<file path="src/hw/rtl/tsfs_pkg.sv">
// shared types and constants of the line field splitter
`timescale 1ns / 1ps
`default_nettype none
package tsfs_pkg;

  typedef enum logic [2:0] {
    K_TIME  = 3'd0,
    K_FBYTE = 3'd1,
    K_FEND  = 3'd2,
    K_LEND  = 3'd3,
    K_SHORT = 3'd4
  } kind_e;

  localparam logic [7:0] CH_CR    = 8'h0D;
  localparam logic [7:0] CH_LF    = 8'h0A;
  localparam logic [7:0] CH_TAB   = 8'h09;
  localparam logic [7:0] CH_SPACE = 8'h20;

  localparam logic [1:0] REG_TIME_LEN   = 2'd0;
  localparam logic [1:0] REG_ITEM_LEN   = 2'd1;
  localparam logic [1:0] REG_ITEM_COUNT = 2'd2;

  // effective (capped) register values
  typedef struct packed {
    logic [5:0] prefix_len;
    logic [6:0] slot_len;
    logic [5:0] item_count;
  } cfg_t;

  typedef struct packed {
    kind_e      kind;
    logic [5:0] position;
    logic [7:0] character;
    logic [7:0] field_index;
    logic [7:0] field_length;
    logic       too_long;
    logic [7:0] field_count;
  } res_t;

endpackage
`default_nettype wire

</file>
<file path="src/hw/rtl/tsfs_cfg.sv">
// configuration registers and their capped values
`timescale 1ns / 1ps
`default_nettype none
module tsfs_cfg import tsfs_pkg::*; #(
  parameter int MAX_TIME_LEN = 32,
  parameter int MAX_ITEM_LEN = 64,
  parameter int MAX_ITEMS    = 32
) (
  input  wire logic       clk_i,
  input  wire logic       rst_ni,
  input  wire logic       cfg_we_i,
  input  wire logic [1:0] cfg_index_i,
  input  wire logic [6:0] cfg_data_i,
  output cfg_t            cfg_o
);

  logic [5:0] prefix_len_q;
  logic [6:0] slot_len_q;
  logic [5:0] item_count_q;

  always_ff @(posedge clk_i or negedge rst_ni) begin
    if (!rst_ni) begin
      prefix_len_q <= 6'd8;
      slot_len_q   <= 7'd16;
      item_count_q <= 6'd8;
    end else if (cfg_we_i) begin
      unique case (cfg_index_i)
        REG_TIME_LEN:   prefix_len_q <= cfg_data_i[5:0];
        REG_ITEM_LEN:   slot_len_q   <= cfg_data_i;
        REG_ITEM_COUNT: item_count_q <= cfg_data_i[5:0];
        default: ;
      endcase
    end
  end

  always_comb begin
    cfg_o.prefix_len = ({2'b00, prefix_len_q} > 8'(MAX_TIME_LEN)) ?
                       6'(MAX_TIME_LEN) : prefix_len_q;
    cfg_o.slot_len = ({1'b0, slot_len_q} > 8'(MAX_ITEM_LEN)) ?
                     7'(MAX_ITEM_LEN) : slot_len_q;
    // zero slot size acts as one
    if (cfg_o.slot_len == 7'd0) begin
      cfg_o.slot_len = 7'd1;
    end
    cfg_o.item_count = ({2'b00, item_count_q} > 8'(MAX_ITEMS)) ?
                       6'(MAX_ITEMS) : item_count_q;
  end

endmodule
`default_nettype wire

</file>
<file path="src/hw/rtl/tsfs_parse.sv">
// line state and single-pass decode of one input transaction
`timescale 1ns / 1ps
`default_nettype none
module tsfs_parse import tsfs_pkg::*; (
  input  wire logic       clk_i,
  input  wire logic       rst_ni,
  input  wire cfg_t       cfg_i,
  input  wire logic       accept_i,
  input  wire logic [7:0] byte_i,
  input  wire logic       eoi_i,
  output logic            push_o,
  output res_t            res_o
);

  localparam logic [1:0] PH_TIME  = 2'd0;
  localparam logic [1:0] PH_SKIP  = 2'd1;
  localparam logic [1:0] PH_FIELD = 2'd2;

  logic [1:0] phase_q, phase_d;
  logic [5:0] tpos_q, tpos_d;
  logic [7:0] field_q, field_d;
  logic [7:0] len_q, len_d;

  logic       emit;
  logic       in_time, at_skip, is_space, is_tab, is_eol;
  logic [7:0] len_eff, field_inc, len_inc;
  logic [6:0] tpos_inc;
  logic       in_slot, keep, too_long;

  function automatic logic [7:0] sat_inc(input logic [7:0] v);
    sat_inc = (v == 8'hFF) ? v : v + 8'd1;
  endfunction

  always_comb begin
    in_time   = (phase_q == PH_TIME) && (tpos_q < cfg_i.prefix_len);
    at_skip   = (phase_q == PH_TIME) || (phase_q == PH_SKIP);
    is_space  = (byte_i == CH_SPACE);
    is_tab    = (byte_i == CH_TAB);
    is_eol    = (byte_i == CH_CR) || (byte_i == CH_LF);
    len_eff   = at_skip ? 8'd0 : len_q;
    field_inc = sat_inc(field_q);
    len_inc   = sat_inc(len_eff);
    tpos_inc  = {1'b0, tpos_q} + 7'd1;
    in_slot   = field_q < {2'b00, cfg_i.item_count};
    keep      = in_slot && (len_eff < {1'b0, cfg_i.slot_len - 7'd1});
    too_long  = in_slot && (len_eff > {1'b0, cfg_i.slot_len});

    phase_d = phase_q;
    tpos_d  = tpos_q;
    field_d = field_q;
    len_d   = len_q;
    emit    = 1'b0;
    res_o   = '0;

    if (in_time) begin
      emit           = 1'b1;
      res_o.position = tpos_q;
      if (eoi_i) begin
        res_o.kind = K_SHORT;
        phase_d    = PH_TIME;
        tpos_d     = '0;
        field_d    = '0;
        len_d      = '0;
      end else begin
        res_o.kind      = K_TIME;
        res_o.character = byte_i;
        tpos_d          = tpos_inc[5:0];
        if (tpos_inc >= {1'b0, cfg_i.prefix_len}) begin
          phase_d = PH_SKIP;
        end
      end
    end else if (at_skip && !eoi_i && is_space) begin
      phase_d = PH_SKIP;
    end else if (at_skip && (eoi_i || is_eol || is_tab)) begin
      // empty field closes the line
      emit              = 1'b1;
      res_o.kind        = K_LEND;
      res_o.field_index = field_q;
      res_o.field_count = field_q;
      phase_d           = PH_TIME;
      tpos_d            = '0;
      field_d           = '0;
      len_d             = '0;
    end else if (eoi_i || is_eol) begin
      emit               = 1'b1;
      res_o.kind         = K_LEND;
      res_o.field_index  = field_q;
      res_o.field_length = len_eff;
      res_o.too_long     = too_long;
      res_o.field_count  = field_inc;
      phase_d            = PH_TIME;
      tpos_d             = '0;
      field_d            = '0;
      len_d              = '0;
    end else if (is_space || is_tab) begin
      emit               = 1'b1;
      res_o.kind         = K_FEND;
      res_o.field_index  = field_q;
      res_o.field_length = len_eff;
      res_o.too_long     = too_long;
      field_d            = field_inc;
      len_d              = '0;
      phase_d            = PH_SKIP;
    end else begin
      phase_d = PH_FIELD;
      len_d   = len_inc;
      if (keep) begin
        emit              = 1'b1;
        res_o.kind        = K_FBYTE;
        res_o.position    = len_eff[5:0];
        res_o.character   = byte_i;
        res_o.field_index = field_q;
      end
    end
  end

  assign push_o = accept_i && emit;

  always_ff @(posedge clk_i or negedge rst_ni) begin
    if (!rst_ni) begin
      phase_q <= PH_TIME;
      tpos_q  <= '0;
      field_q <= '0;
      len_q   <= '0;
    end else if (accept_i) begin
      phase_q <= phase_d;
      tpos_q  <= tpos_d;
      field_q <= field_d;
      len_q   <= len_d;
    end
  end

endmodule
`default_nettype wire

</file>
<file path="src/hw/rtl/tsfs_skid.sv">
// two-entry result buffer between decode and the output channel
`timescale 1ns / 1ps
`default_nettype none
module tsfs_skid import tsfs_pkg::*; (
  input  wire logic clk_i,
  input  wire logic rst_ni,
  input  wire logic push_i,
  input  wire res_t data_i,
  output logic      space_o,
  output logic      valid_o,
  input  wire logic ready_i,
  output res_t      data_o
);

  logic [1:0] count_q, count_d;
  res_t       head_q, head_d;
  res_t       tail_q, tail_d;
  logic       pop;

  assign pop     = valid_o && ready_i;
  assign valid_o = (count_q != 2'd0);
  assign space_o = (count_q != 2'd2);
  assign data_o  = head_q;

  always_comb begin
    count_d = count_q;
    head_d  = head_q;
    tail_d  = tail_q;
    unique case ({push_i, pop})
      2'b10: begin
        count_d = count_q + 2'd1;
        if (count_q == 2'd0) begin
          head_d = data_i;
        end else begin
          tail_d = data_i;
        end
      end
      2'b01: begin
        count_d = count_q - 2'd1;
        head_d  = tail_q;
      end
      2'b11: begin
        // only reachable with one entry held
        head_d = data_i;
      end
      default: ;
    endcase
  end

  always_ff @(posedge clk_i or negedge rst_ni) begin
    if (!rst_ni) begin
      count_q <= '0;
    end else begin
      count_q <= count_d;
    end
  end

  always_ff @(posedge clk_i) begin
    head_q <= head_d;
    tail_q <= tail_d;
  end

endmodule
`default_nettype wire

</file>
<file path="src/hw/rtl/timestamped_line_field_splitter_core.sv">
// top level of the timestamped line field splitter
//
//  channel   direction  handshake               payload
//  input     in         in_valid_i/in_ready_o    byte_in_i, end_of_input_i
//  result    out        out_valid_o/out_ready_i  kind_o .. field_count_o
//  config    in         cfg_we_i (no wait)       cfg_index_i, cfg_data_i
//
// one input transaction per cycle while in_ready_o is high; decode is a single
// pass from the line state registers into a two-entry result buffer that registers
// each result, and the buffer depth sets how long the input side rides out a stall
// in_ready_o drops only while both buffer entries are held
// reset clears line state, buffer count and sets registers to 8 / 16 / 8
`timescale 1ns / 1ps
`default_nettype none
module timestamped_line_field_splitter_core import tsfs_pkg::*; #(
  parameter int MAX_TIME_LEN = 32,
  parameter int MAX_ITEM_LEN = 64,
  parameter int MAX_ITEMS    = 32
) (
  input  wire logic       clk_i,
  input  wire logic       rst_ni,
  input  wire logic       cfg_we_i,
  input  wire logic [1:0] cfg_index_i,
  input  wire logic [6:0] cfg_data_i,
  input  wire logic       in_valid_i,
  output logic            in_ready_o,
  input  wire logic [7:0] byte_in_i,
  input  wire logic       end_of_input_i,
  output logic            out_valid_o,
  input  wire logic       out_ready_i,
  output logic [2:0]      kind_o,
  output logic [5:0]      position_o,
  output logic [7:0]      character_o,
  output logic [7:0]      field_index_o,
  output logic [7:0]      field_length_o,
  output logic            too_long_o,
  output logic [7:0]      field_count_o
);

  cfg_t cfg;
  res_t res, out_res;
  logic push, accept;

  assign accept = in_valid_i && in_ready_o;

  tsfs_cfg #(
    .MAX_TIME_LEN (MAX_TIME_LEN),
    .MAX_ITEM_LEN (MAX_ITEM_LEN),
    .MAX_ITEMS    (MAX_ITEMS)
  ) u_cfg (
    .clk_i       (clk_i),
    .rst_ni      (rst_ni),
    .cfg_we_i    (cfg_we_i),
    .cfg_index_i (cfg_index_i),
    .cfg_data_i  (cfg_data_i),
    .cfg_o       (cfg)
  );

  tsfs_parse u_parse (
    .clk_i    (clk_i),
    .rst_ni   (rst_ni),
    .cfg_i    (cfg),
    .accept_i (accept),
    .byte_i   (byte_in_i),
    .eoi_i    (end_of_input_i),
    .push_o   (push),
    .res_o    (res)
  );

  tsfs_skid u_skid (
    .clk_i   (clk_i),
    .rst_ni  (rst_ni),
    .push_i  (push),
    .data_i  (res),
    .space_o (in_ready_o),
    .valid_o (out_valid_o),
    .ready_i (out_ready_i),
    .data_o  (out_res)
  );

  assign kind_o         = out_res.kind;
  assign position_o     = out_res.position;
  assign character_o    = out_res.character;
  assign field_index_o  = out_res.field_index;
  assign field_length_o = out_res.field_length;
  assign too_long_o     = out_res.too_long;
  assign field_count_o  = out_res.field_count;

endmodule
`default_nettype wire

</file>
<file path="config.mk">
export PLATFORM = sky130hd
export DESIGN_NAME = timestamped_line_field_splitter_core
export DESIGN_NICKNAME = d
export VERILOG_FILES = /design/src/hw/rtl/tsfs_pkg.sv /design/src/hw/rtl/tsfs_cfg.sv /design/src/hw/rtl/tsfs_parse.sv /design/src/hw/rtl/tsfs_skid.sv /design/src/hw/rtl/timestamped_line_field_splitter_core.sv
export SDC_FILE = /design/constraint.sdc
export NUM_CORES = 1
export LEC_CHECK = 0
export ABC_AREA = 1
export ABC_CLOCK_PERIOD_IN_PS = 15850
export BUFFER_PORTS_ARGS = -buffer_cell sky130_fd_sc_hd__buf_2
export CORE_ASPECT_RATIO = 0.5
export CORE_MARGIN = 10
export CORE_UTILIZATION = 30
export DETAILED_ROUTE_END_ITERATION = 6
export SYNTH_ARGS = -nofsm -noshare
export SYNTH_HDL_FRONTEND = slang
export SYNTH_SLANG_ARGS = --single-unit
</file>
<file path="constraint.sdc">
create_clock -name clk_i -period 15.85 [get_ports clk_i]
set_clock_uncertainty 0.05 [all_clocks]
set_input_delay 3.17 -clock clk_i [delete_from_list [all_inputs] [get_ports clk_i]]
set_output_delay 3.17 -clock clk_i [all_outputs]
set_load 0.02 [all_outputs]
</file>
==> results of run 1 <==
-- synth_stat cells, drive strengths merged (2+ instances only) --
cell type  number  area share
inv            87       0.047
nand2         264        0.14
a21o            2      0.0021
o21ai          58       0.044
nor3            8      0.0080
xnor2           3      0.0037
a211oi          2      0.0021
o211ai          3      0.0032
clkbuf         10      0.0054
clkinv          2      0.0012
o22ai           5      0.0045
a21oi          15       0.013
xor2           11       0.014
nand4           8      0.0080
edfxtp         84        0.36
o31ai           4      0.0043
nand3          46       0.036
nor2           73       0.056
dfrtp          42        0.15
ha             37       0.066
buf             4      0.0037
dfstp           3       0.011
-- stage by stage --
step / area, sq um / hold slack (ns) / power [mW] / setup slack [ns]
after floorplan: 7010 / 0.393 / 0.797 / 8.24
after global routing: 8310 / 0.464 / 1.40 / 9.11
after CTS: 8310 / 0.438 / 1.34 / 9.43
after detailed placement: 7700 / 0.420 / 0.927 / 8.98
final: 8310 / 0.431 / 1.32 / 9.47
after global placement: 7700 / 0.408 / 0.916 / 9.11
-- power by group --
part	leakage [nW]	switching, mW	total, mW	internal [mW]
Clock	0.298	0.177	0.405	0.228
Sequential	1.40	0.0373	0.514	0.477
Combinational	2.20	0.291	0.400	0.109
-- final timing paths --
kind,startpoint,endpoint,slack (ns),cells past startpoint
max in group asynchronous,rst_ni,u_parse.field_q[6],12.21,1
min,u_parse.phase_q[0],u_parse.phase_q[0],0.43,2
min in group asynchronous,rst_ni,u_cfg.slot_len_q[6],2.89,1
max,byte_in_i[0],u_skid.data_o[31],9.47,15
min reg2reg,u_parse.phase_q[0],u_parse.phase_q[0],0.43,2
max reg2reg,u_cfg.slot_len_q[2],u_skid.data_o[31],10.30,20
-- cell type report --
| cell class | instances | area share |
|---|---|---|
| flip-flops and latches | 129 | 0.440 |
| multi-input cells | 548 | 0.358 |
| clock buffers | 17 | 0.0512 |
| well taps | 307 | 0.0462 |
| repair buffers | 69 | 0.0425 |
| inverters | 89 | 0.0410 |
| clock inverters | 15 | 0.0218 |
-- worst max-delay path, stage by stage --
cell and delay [ns]:
buf_2 0.11, inv_1 0.08, nor2_1 0.06, nand3_1 0.07
nand2_1 0.11, a21oi_4 0.30, nand2_4 0.11, nor2_4 0.22
nand2_1 0.08, nand2_1 0.14, ha_1 0.17, buf_4 0.43
clkinv_1 0.96, nand3_1 0.37, nand2_1 0.09
-- cells by family (layout without fill, tap and decap cells) --
| group | Yosys count | count (layout) | share of synthesized area |
|---|---|---|---|
| compound gates | 94 | 94 | 0.0789 |
| xor+xnor | 14 | 14 | 0.0175 |
| fa+ha+maj | 37 | 37 | 0.0660 |
| buf+inv | 103 | 190 | 0.0577 |
| flops | 129 | 129 | 0.521 |
| mux | 1 | 1 | 0.00143 |
| simple gates | 402 | 402 | 0.257 |
-- sequential cells by signal, indices dropped and copies added (netlist names) --
name,cells
u_parse.phase_q,2
u_cfg.item_count_q,6
u_cfg.slot_len_q,7
u_parse.tpos_q,6
u_skid.data_o,42
u_parse.field_q,8
u_skid.count_q,2
u_parse.len_q,8
u_skid.tail_q,42
u_cfg.prefix_len_q,6
-- per-layer routing --
metal / global-route usage / vias up / share of wire
met5: 0 / - / 0
met4: 0.0354 / 0 / 0.0099
met3: 0.0259 / 14 / 0.041
met2: 0.183 / 109 / 0.47
met1: 0.145 / 2561 / 0.48
li1: - / 2723 / -
==> metrics.md, run 1 <==
| Metric | Value |
|---|---|
| Gpl congestion | 0.856 |
| Multi-input gate area | 2970 sq um |
| Layout Cells excl Fill | 1174 |
| First-pass GRT wire length | 27.5 mm |
| Wire per inst | 14.2 um |
| Max-cap check violation count | 0 |
| Starting Density | 0.306 |
| Syn_nets | 840 |
| Initial antenna violation count | 0 |
| Post-synthesis register bit count | 129 |
| Register area | 3650 sq um |
| Largest net degree at the start of global routing | 52 |
| Final Critical Period | 6.38 ns |
| Pins Over Slew Limit | 0 |
| Clock root cell | clkbuf_16 |
| Worst-path fanout max | 51 |
| Max_slew headroom | 0.296 |
| Final setup TNS | 0 ns |
| Htree depth | 4 |
| Layout fillers | 2313 |
| Layout cells sized above 1 | 0.182 |
| Synth Warn # | 0 |
| Final core occ | 0.363 |
| Main synth FF type | edfxtp_1 |
| DR iter-0 viols | 417 |
| Critical Path Start Type | primary input |
| Status | completed |
| Port Buffers | 66 |
| Cell Area, Synth | 7010 sq um |
| RSZ-0062 raised after global routing | false |
| Max IR drop VDD | 62.4 uV |
| Core Region | 22900 sq um |
| Site Rows | 39 |
| CTS tree | yes |
| Tot GR Track Use | 0.112 |
| Syn Area/Cell | 8.99 sq um |
| Async SR Flop Fraction | 0.349 |
| Final setup fails | 0 |
| Max clock buf depth | 2 |
| WP data required | 15.97 ns |
| DP HPWL | 12.2 mm |
| Lkg Pwr | 3.90 nW |
| Fin crit share | 0.402 |
| Seq/Total Area, Yosys | 0.521 |
| Min-Delay Path Class | register to register |
| GRT Residual Overflow | 0 |
| Wire length after detailed routing | 16.7 mm |
| Setup CP Type | primary input to register |
| Via density | 4.61 |
| Area Overhead vs Synth | 18.5% |
| Die Area | 30200 sq um |
| Hold-fix buffers, CTS | 0 |
| Distinct cell type count after synthesis | 49 |
| Resize count post-CTS | 0 |
| Pwr dens | 159 nW/um^2 |
| IO Count | 67 |
| Clock Pin Slew Worst Setup and Hold Paths | 0.07 ns |
| Horiz. Die Dim | 236 um |
| Die Height | 128 um |
| DR vias | 5407 |
| Setup repair bufs after CTS | 0 |
| Clk_lat worst skew | 0.43 ns |
| Pre-antenna DRT Iters | 5 |
| Final hold violations | 0 |
| Fmax achieved | 157 MHz |
| Diodes inserted | 0 |
| Fin nets | 914 |
| Drt drc | 0 |
| Post-Syn Instances | 780 |
| Most common cell after layout, fill and taps aside | nand2_1 |
| Worst-Margin Slew | 1.06 ns |
| Setup crit end kind | register |
| Post-synth EDFFs | 84 |
| Antenna Nets Post-Route | 0 |
| Total clock sinks | 129 |
| WP data arrival | 6.50 ns |
| Vias in the first global route | 5288 |
| Placed cells | 1142 |
| Total clock buffers created by CTS | 17 |
| Commonest cells after routing, fill and taps aside | 256 x nand2_1, 84 x edfxtp_1, 80 x inv_1, 66 x buf_2, 48 x nor2_1 |
(Power assumes the default switching activity.)
==> inputs of run 2 (changes only) <==
--- a/config.mk
+++ b/config.mk
@@ -6,7 +6,7 @@
 export NUM_CORES = 1
 export LEC_CHECK = 0
 export ABC_AREA = 1
-export ABC_CLOCK_PERIOD_IN_PS = 15850
+export ABC_CLOCK_PERIOD_IN_PS = 5400
 export BUFFER_PORTS_ARGS = -buffer_cell sky130_fd_sc_hd__buf_2
 export CORE_ASPECT_RATIO = 0.5
 export CORE_MARGIN = 10
==> constraint.sdc (replaced) <==
create_clock -name clk_i -period 5.4 [get_ports clk_i]
set_clock_uncertainty 0.05 [all_clocks]
set_input_delay 1.08 -clock clk_i [delete_from_list [all_inputs] [get_ports clk_i]]
set_output_delay 1.08 -clock clk_i [all_outputs]
set_load 0.02 [all_outputs]
==> metrics.md, run 2 (synthesized netlist as in run 1, its figures left out) <==
| Metric | Value |
|---|---|
| Status | completed (unchanged) |
| Sequence of cells on the critical path | nor2_1, nand4_1, nand2_1, o21ai_0, a32oi_1, ha_1, nand4_1, xor2_1, ha_1, nand2_1, o21ai_1, a21oi_1, nand3_2, nand2_1, nand2_1, ha_1, clkinv_1, nand3_1, nand2_1 (was buf_2, inv_1, nor2_1, nand3_1, nand2_1, a21oi_4, nand2_4, nor2_4, nand2_1, nand2_1, ha_1, buf_4, clkinv_1, nand3_1, nand2_1) |
| Vias in the first global route | 5256 (was 5288) |
| Clk_lat worst skew | 0.41 ns (was 0.43 ns) |
| DP HPWL | 12.1 mm (was 12.2 mm) |
| Clock Pin Slew Worst Setup and Hold Paths | 0.06 ns (was 0.07 ns) |
| Gpl congestion | 0.809 (was 0.856) |
| Max IR drop VDD | 193 uV (was 62.4 uV) |
| Resize count post-CTS | 0 (unchanged) |
| Largest net degree at the start of global routing | 51 (was 52) |
| Pre-antenna DRT Iters | 6 (was 5) |
| Max stage delay on crit path | 0.82 ns (was 0.96 ns) |
| Final worst hold slack | 0.423 ns (was 0.431 ns) |
| Horiz. Die Dim | 236 um (unchanged) |
| Dpl ws | 0.609 ns (was 8.98 ns) |
| Layout cells sized above 1 | 0.180 (was 0.182) |
| Setup crit end kind | register (unchanged) |
| Fin nets | 915 (was 914) |
| Htree depth | 4 (unchanged) |
| WP data required | 5.51 ns (was 15.97 ns) |
| Critical Path Start Type | register (was primary input) |
| Die Height | 128 um (unchanged) |
| Diodes inserted | 0 (unchanged) |
| Max clock buf depth | 2 (unchanged) |
| Clock root cell | clkbuf_16 (unchanged) |
| Hold-fix buffers, CTS | 0 (unchanged) |
| Final hold violations | 0 (unchanged) |
| Fin crit share | 0.894 |
| Antenna Nets Post-Route | 0 (unchanged) |
| Pwr dens | 453 nW/um^2 (was 159 nW/um^2) |
| Slowest CP cell | clkinv_1 (unchanged) |
| Commonest cells after routing, fill and taps aside | 256 x nand2_1, 84 x edfxtp_1, 80 x inv_1, 66 x buf_2, 48 x nor2_1 (unchanged) |
| Via density | 4.62 (was 4.61) |
| Die Area | 30200 sq um (unchanged) |
| CTS tree | yes (unchanged) |
| Most common cell after layout, fill and taps aside | nand2_1 (unchanged) |
| Starting Density | 0.306 (unchanged) |
| RSZ-0062 raised after global routing | false (unchanged) |
| Drt drc | 0 (unchanged) |
| Core Region | 22900 sq um (unchanged) |
| Pins Over Slew Limit | 0 (unchanged) |
| Initial antenna violation count | 0 (unchanged) |
| Setup WS post-layout | 0.573 ns (was 9.47 ns) |
| DR vias | 5431 (was 5407) |
| Port Buffers | 66 (unchanged) |
| Setup repair bufs after CTS | 0 (unchanged) |
| Site Rows | 39 (unchanged) |
| Fmax achieved | 207 MHz |
| Wire length after detailed routing | 16.5 mm (was 16.7 mm) |
| CP bufs+invs | 1 (was 4) |
| WP data arrival | 4.94 ns (was 6.50 ns) |
| Top cell by count, worst path | nand2_1 (unchanged) |
| Setup CP Type | register to register (was primary input to register) |
| Final Critical Period | 4.83 ns |
| Final setup fails | 0 (unchanged) |
| IO Count | 67 (unchanged) |
| GRT Residual Overflow | 0 (unchanged) |
| First-pass GRT wire length | 27.2 mm (was 27.5 mm) |
| Wire per inst | 14.0 um (was 14.2 um) |
| Total clock sinks | 129 (unchanged) |
| Max_slew headroom | 0.271 (was 0.296) |
| Max-cap check violation count | 0 (unchanged) |
| CP top delay family | simple AND/OR/NAND/NOR gates (was buffers and inverters) |
| DR iter-0 viols | 400 (was 417) |
| Lkg Pwr | 3.85 nW (was 3.90 nW) |
| Area Overhead vs Synth | 17.6% (was 18.5%) |
| Worst-Margin Slew | 1.09 ns (was 1.06 ns) |
| Final setup TNS | 0 ns (unchanged) |
| Total clock buffers created by CTS | 17 (unchanged) |
| Min-Delay Path Class | register to register (unchanged) |
| Worst-path fanout max | 36 (was 51) |
| Tot GR Track Use | 0.109 (was 0.112) |
==> run 2: cell count changes in the layout (fill, tap and decap cells not counted), sizes merged <==
cell      before  now
bufinv         1    0
inv           98   90
clkinv         4    5
buf           69   70
clkinvlp       1    6
clkbuf        17   20
==> run 2: final timing paths <==
kind / from / to / slack (ns) / depth (start not counted)
worst max-delay path: u_cfg.slot_len_q[2] / u_skid.data_o[26] / 0.57 / 19
worst min-delay path: u_parse.phase_q[0] / u_parse.phase_q[0] / 0.42 / 2
worst max register to register: u_cfg.slot_len_q[2] / u_skid.data_o[26] / 0.57 / 19
worst min register to register: u_parse.phase_q[0] / u_parse.phase_q[0] / 0.42 / 2
max in group asynchronous: rst_ni / u_cfg.slot_len_q[3] / 3.80 / 1
min in group asynchronous: rst_ni / u_parse.field_q[6] / 0.82 / 1
==> run 2: through the flow <==
step	std cells	util	total power, mW	cell area [sq um]
after detailed placement	1143	0.337	2.73	7710
after global placement	1143	0.337	2.70	7710
final	1175	0.360	3.73	8240
after CTS	1175	0.360	3.78	8240
after floorplan	780	-	2.33	7010
after global routing	1175	0.360	3.96	8240
==> run 2: final cells by class <==
class / count / area [sq um]
flip-flops and latches: 129 / 3650
well taps: 307 / 384
clock inverters: 12 / 85.1
inverters: 89 / 340
multi-input cells: 548 / 2970
fillers: 2288 / 14600
repair buffers: 70 / 360
clock buffers: 20 / 447
==> run 2: power by group <==
part / total, mW / switching, mW / internal [mW]
Sequential: 1.51 / 0.109 / 1.40
Combinational: 1.18 / 0.861 / 0.324
Clock: 1.04 / 0.438 / 0.598
Total: 3.73 / 1.41 / 2.32
==> run 2: worst register-to-register path, stage by stage, from the launching register on <==
cell	delay [ns]
dfrtp_1	0.40
nor2_1	0.11
nand4_1	0.09
nand2_1	0.14
o21ai_0	0.18
a32oi_1	0.54
ha_1	0.31
nand4_1	0.12
xor2_1	0.16
ha_1	0.27
nand2_1	0.07
o21ai_1	0.16
a21oi_1	0.11
nand3_2	0.18
nand2_1	0.07
nand2_1	0.14
ha_1	0.20
clkinv_1	0.83
nand3_1	0.38
nand2_1	0.08
==> run 2: per-layer routing <==
metal  global-route usage  part of all wire  vias up
met5                    0                 0        -
met4               0.0287            0.0063        0
met3               0.0259             0.037        8
met2                0.177              0.46       89
met1                0.144              0.49     2598
li1                     -                 -     2736
==> inputs of run 3 (changes only) <==
--- a/config.mk
+++ b/config.mk
@@ -6,7 +6,7 @@
 export NUM_CORES = 1
 export LEC_CHECK = 0
 export ABC_AREA = 1
-export ABC_CLOCK_PERIOD_IN_PS = 5400
+export ABC_CLOCK_PERIOD_IN_PS = 5600
 export BUFFER_PORTS_ARGS = -buffer_cell sky130_fd_sc_hd__buf_2
 export CORE_ASPECT_RATIO = 0.5
 export CORE_MARGIN = 10
==> constraint.sdc (replaced) <==
create_clock -name clk_i -period 5.6 [get_ports clk_i]
set_clock_uncertainty 0.05 [all_clocks]
set_input_delay 1.12 -clock clk_i [delete_from_list [all_inputs] [get_ports clk_i]]
set_output_delay 1.12 -clock clk_i [all_outputs]
set_load 0.02 [all_outputs]
==> metrics.md, run 3 (synthesized netlist as in run 1, its figures left out) <==
| Metric | Value |
|---|---|
| Status | completed (unchanged) |
| Gpl congestion | 0.810 (was 0.809) |
| Diodes inserted | 0 (unchanged) |
| Multi-input gate area | 2970 sq um (unchanged) |
| Critical Path Start Type | register (unchanged) |
| Drt drc | 0 (unchanged) |
| GR Util met1 | 0.143 (was 0.144) |
| Core Region | 22900 sq um (unchanged) |
| Grt peak-use layer | met2 (unchanged) |
| Pins Over Slew Limit | 0 (unchanged) |
| Sequence of cells on the critical path | nor2_1, nand4_1, nand2_1, o21ai_0, a32oi_1, ha_1, nand4_1, xor2_1, ha_1, nand2_1, o21ai_1, a21oi_1, nand3_2, nand2_1, nand2_1, ha_1, clkinv_1, nand3_1, nand2_1 (unchanged) |
| Commonest cells after routing, fill and taps aside | 256 x nand2_1, 84 x edfxtp_1, 80 x inv_1, 66 x buf_2, 48 x nor2_1 (unchanged) |
| Final hold violations | 0 (unchanged) |
| Largest net degree at the start of global routing | 51 (unchanged) |
| Vias in the first global route | 5341 (was 5256) |
| Fin nets | 914 (was 915) |
| Setup CP Type | register to register (unchanged) |
| Layout fillers | 2294 (was 2288) |
| Clock root cell | clkbuf_16 (unchanged) |
| Resize count post-CTS | 0 (unchanged) |
| Hold-fix buffers, CTS | 0 (unchanged) |
| Max clock buf depth | 2 (unchanged) |
| Clock Pin Slew Worst Setup and Hold Paths | 0.06 ns (about the same) |
| Worst-Margin Slew | 1.11 ns (was 1.09 ns) |
| Wire per inst | 14.1 um (was 14.0 um) |
| DR vias | 5361 (was 5431) |
| Top cell by count, worst path | nand2_1 (unchanged) |
| CP bufs+invs | 1 (unchanged) |
| Placed cells | 1142 (was 1143) |
| WP data arrival | 4.90 ns (was 4.94 ns) |
| Final setup fails | 0 (unchanged) |
| Pwr dens | 450 nW/um^2 (was 453 nW/um^2) |
| Tot GR Track Use | 0.110 (was 0.109) |
| Dpl ws | 0.841 ns (was 0.609 ns) |
| CP top delay family | simple AND/OR/NAND/NOR gates (unchanged) |
| Clk_lat worst skew | 0.42 ns (was 0.41 ns) |
| Layout cells sized above 1 | 0.182 (was 0.180) |
| First-pass GRT wire length | 27.4 mm (was 27.2 mm) |
| Starting Density | 0.306 (unchanged) |
| Slowest CP cell | clkinv_1 (unchanged) |
| Most common cell after layout, fill and taps aside | nand2_1 (unchanged) |
| Layout Cells excl Fill | 1174 (was 1175) |
| Die Height | 128 um (unchanged) |
| Register area | 3650 sq um (unchanged) |
| Met2 Use GR | 0.181 (was 0.177) |
| Final setup TNS | 0 ns (unchanged) |
| Wire length after detailed routing | 16.6 mm (was 16.5 mm) |
| Setup crit end kind | register (unchanged) |
| Worst-path fanout max | 36 (unchanged) |
| Lkg Pwr | 3.91 nW (was 3.85 nW) |
| Die Area | 30200 sq um (unchanged) |
| Max stage delay on crit path | 0.83 ns (was 0.82 ns) |
| Max-cap check violation count | 0 (unchanged) |
| Max_slew headroom | 0.257 (was 0.271) |
| DR iter-0 viols | 348 (was 400) |
| Final Critical Period | 4.78 ns (was 4.83 ns) |
| RSZ-0062 raised after global routing | false (unchanged) |
| Via density | 4.57 (was 4.62) |
| Total clock sinks | 129 (unchanged) |
| Pre-antenna DRT Iters | 4 (was 6) |
| Fmax achieved | 209 MHz (was 207 MHz) |
| Htree depth | 4 (unchanged) |
| GRT Residual Overflow | 0 (unchanged) |
| DP HPWL | 12.1 mm (about the same) |
| Area Overhead vs Synth | 18.8% (was 17.6%) |
| Total clock buffers created by CTS | 17 (unchanged) |
| Horiz. Die Dim | 236 um (unchanged) |
| Initial antenna violation count | 0 (unchanged) |
| Fin crit share | 0.854 (was 0.894) |
| Min-Delay Path Class | register to register (unchanged) |
| Setup repair bufs after CTS | 0 (unchanged) |
| Port Buffers | 66 (unchanged) |
| Setup WS post-layout | 0.818 ns (was 0.573 ns) |
| Antenna Nets Post-Route | 0 (unchanged) |
| Grt met3 use | 0.0282 (was 0.0259) |
| Max IR drop VDD | 147 uV (was 193 uV) |
| Site Rows | 39 (unchanged) |
| CTS tree | yes (unchanged) |
| Final core occ | 0.364 (was 0.360) |
| IO Count | 67 (unchanged) |
| WP data required | 5.71 ns (was 5.51 ns) |
## run 3: cell types whose count changed in the layout (fill, tap and decap cells not counted), sizes merged
cell,delta
buf,-1
bufinv,+2
clkinv,+1
clkinvlp,-5
inv,+2
## run 3: through the flow
step	instance area [sq um]	total power [mW]	hold slack, ns
CTS	8330	3.78	0.427
detailed placement	7710	2.63	0.414
floorplan	7010	2.25	0.393
global route	8330	3.97	0.445
finish	8330	3.74	0.424
global placement	7710	2.61	0.409
## run 3: area by class of cell
type,instances,share of cell area
Clock buffer,20,0.0561
Tap cell,307,0.0461
Inverter,89,0.0409
Timing Repair Buffer,69,0.0439
Sequential cell,129,0.439
Clock inverter,12,0.0174
Multi-Input combinational cell,548,0.357
## run 3: per-layer routing
layer,wire (um),part of all wire
met1,8130,0.49
met2,7710,0.46
met3,632,0.038
met4,124,0.0075
met5,0,0
## run 3: power breakdown
group | switching, mW | leakage, nW | internal, mW
Clock | 0.442 | 0.300 | 0.701
Sequential | 0.106 | 1.40 | 1.35
Combinational | 0.828 | 2.20 | 0.315
## run 3: worst paths after layout
path,slack [ns],start,cells after the start,end
worst min-delay path,0.42,u_parse.phase_q[0],2,u_parse.phase_q[0]
min in group asynchronous,0.86,rst_ni,1,u_skid.count_q[1]
worst max-delay path,0.82,u_cfg.slot_len_q[2],19,u_skid.data_o[31]
max in group asynchronous,3.95,rst_ni,1,u_cfg.slot_len_q[2]
worst max register to register,0.82,u_cfg.slot_len_q[2],19,u_skid.data_o[31]
worst min register to register,0.42,u_parse.phase_q[0],2,u_parse.phase_q[0]
## run 3: tightest hold or removal path, delay by kind of cell (launching register included)
family,cells,cell delay [ns]
AND/OR/NAND/NOR,2,0.10
flip-flops,1,0.34
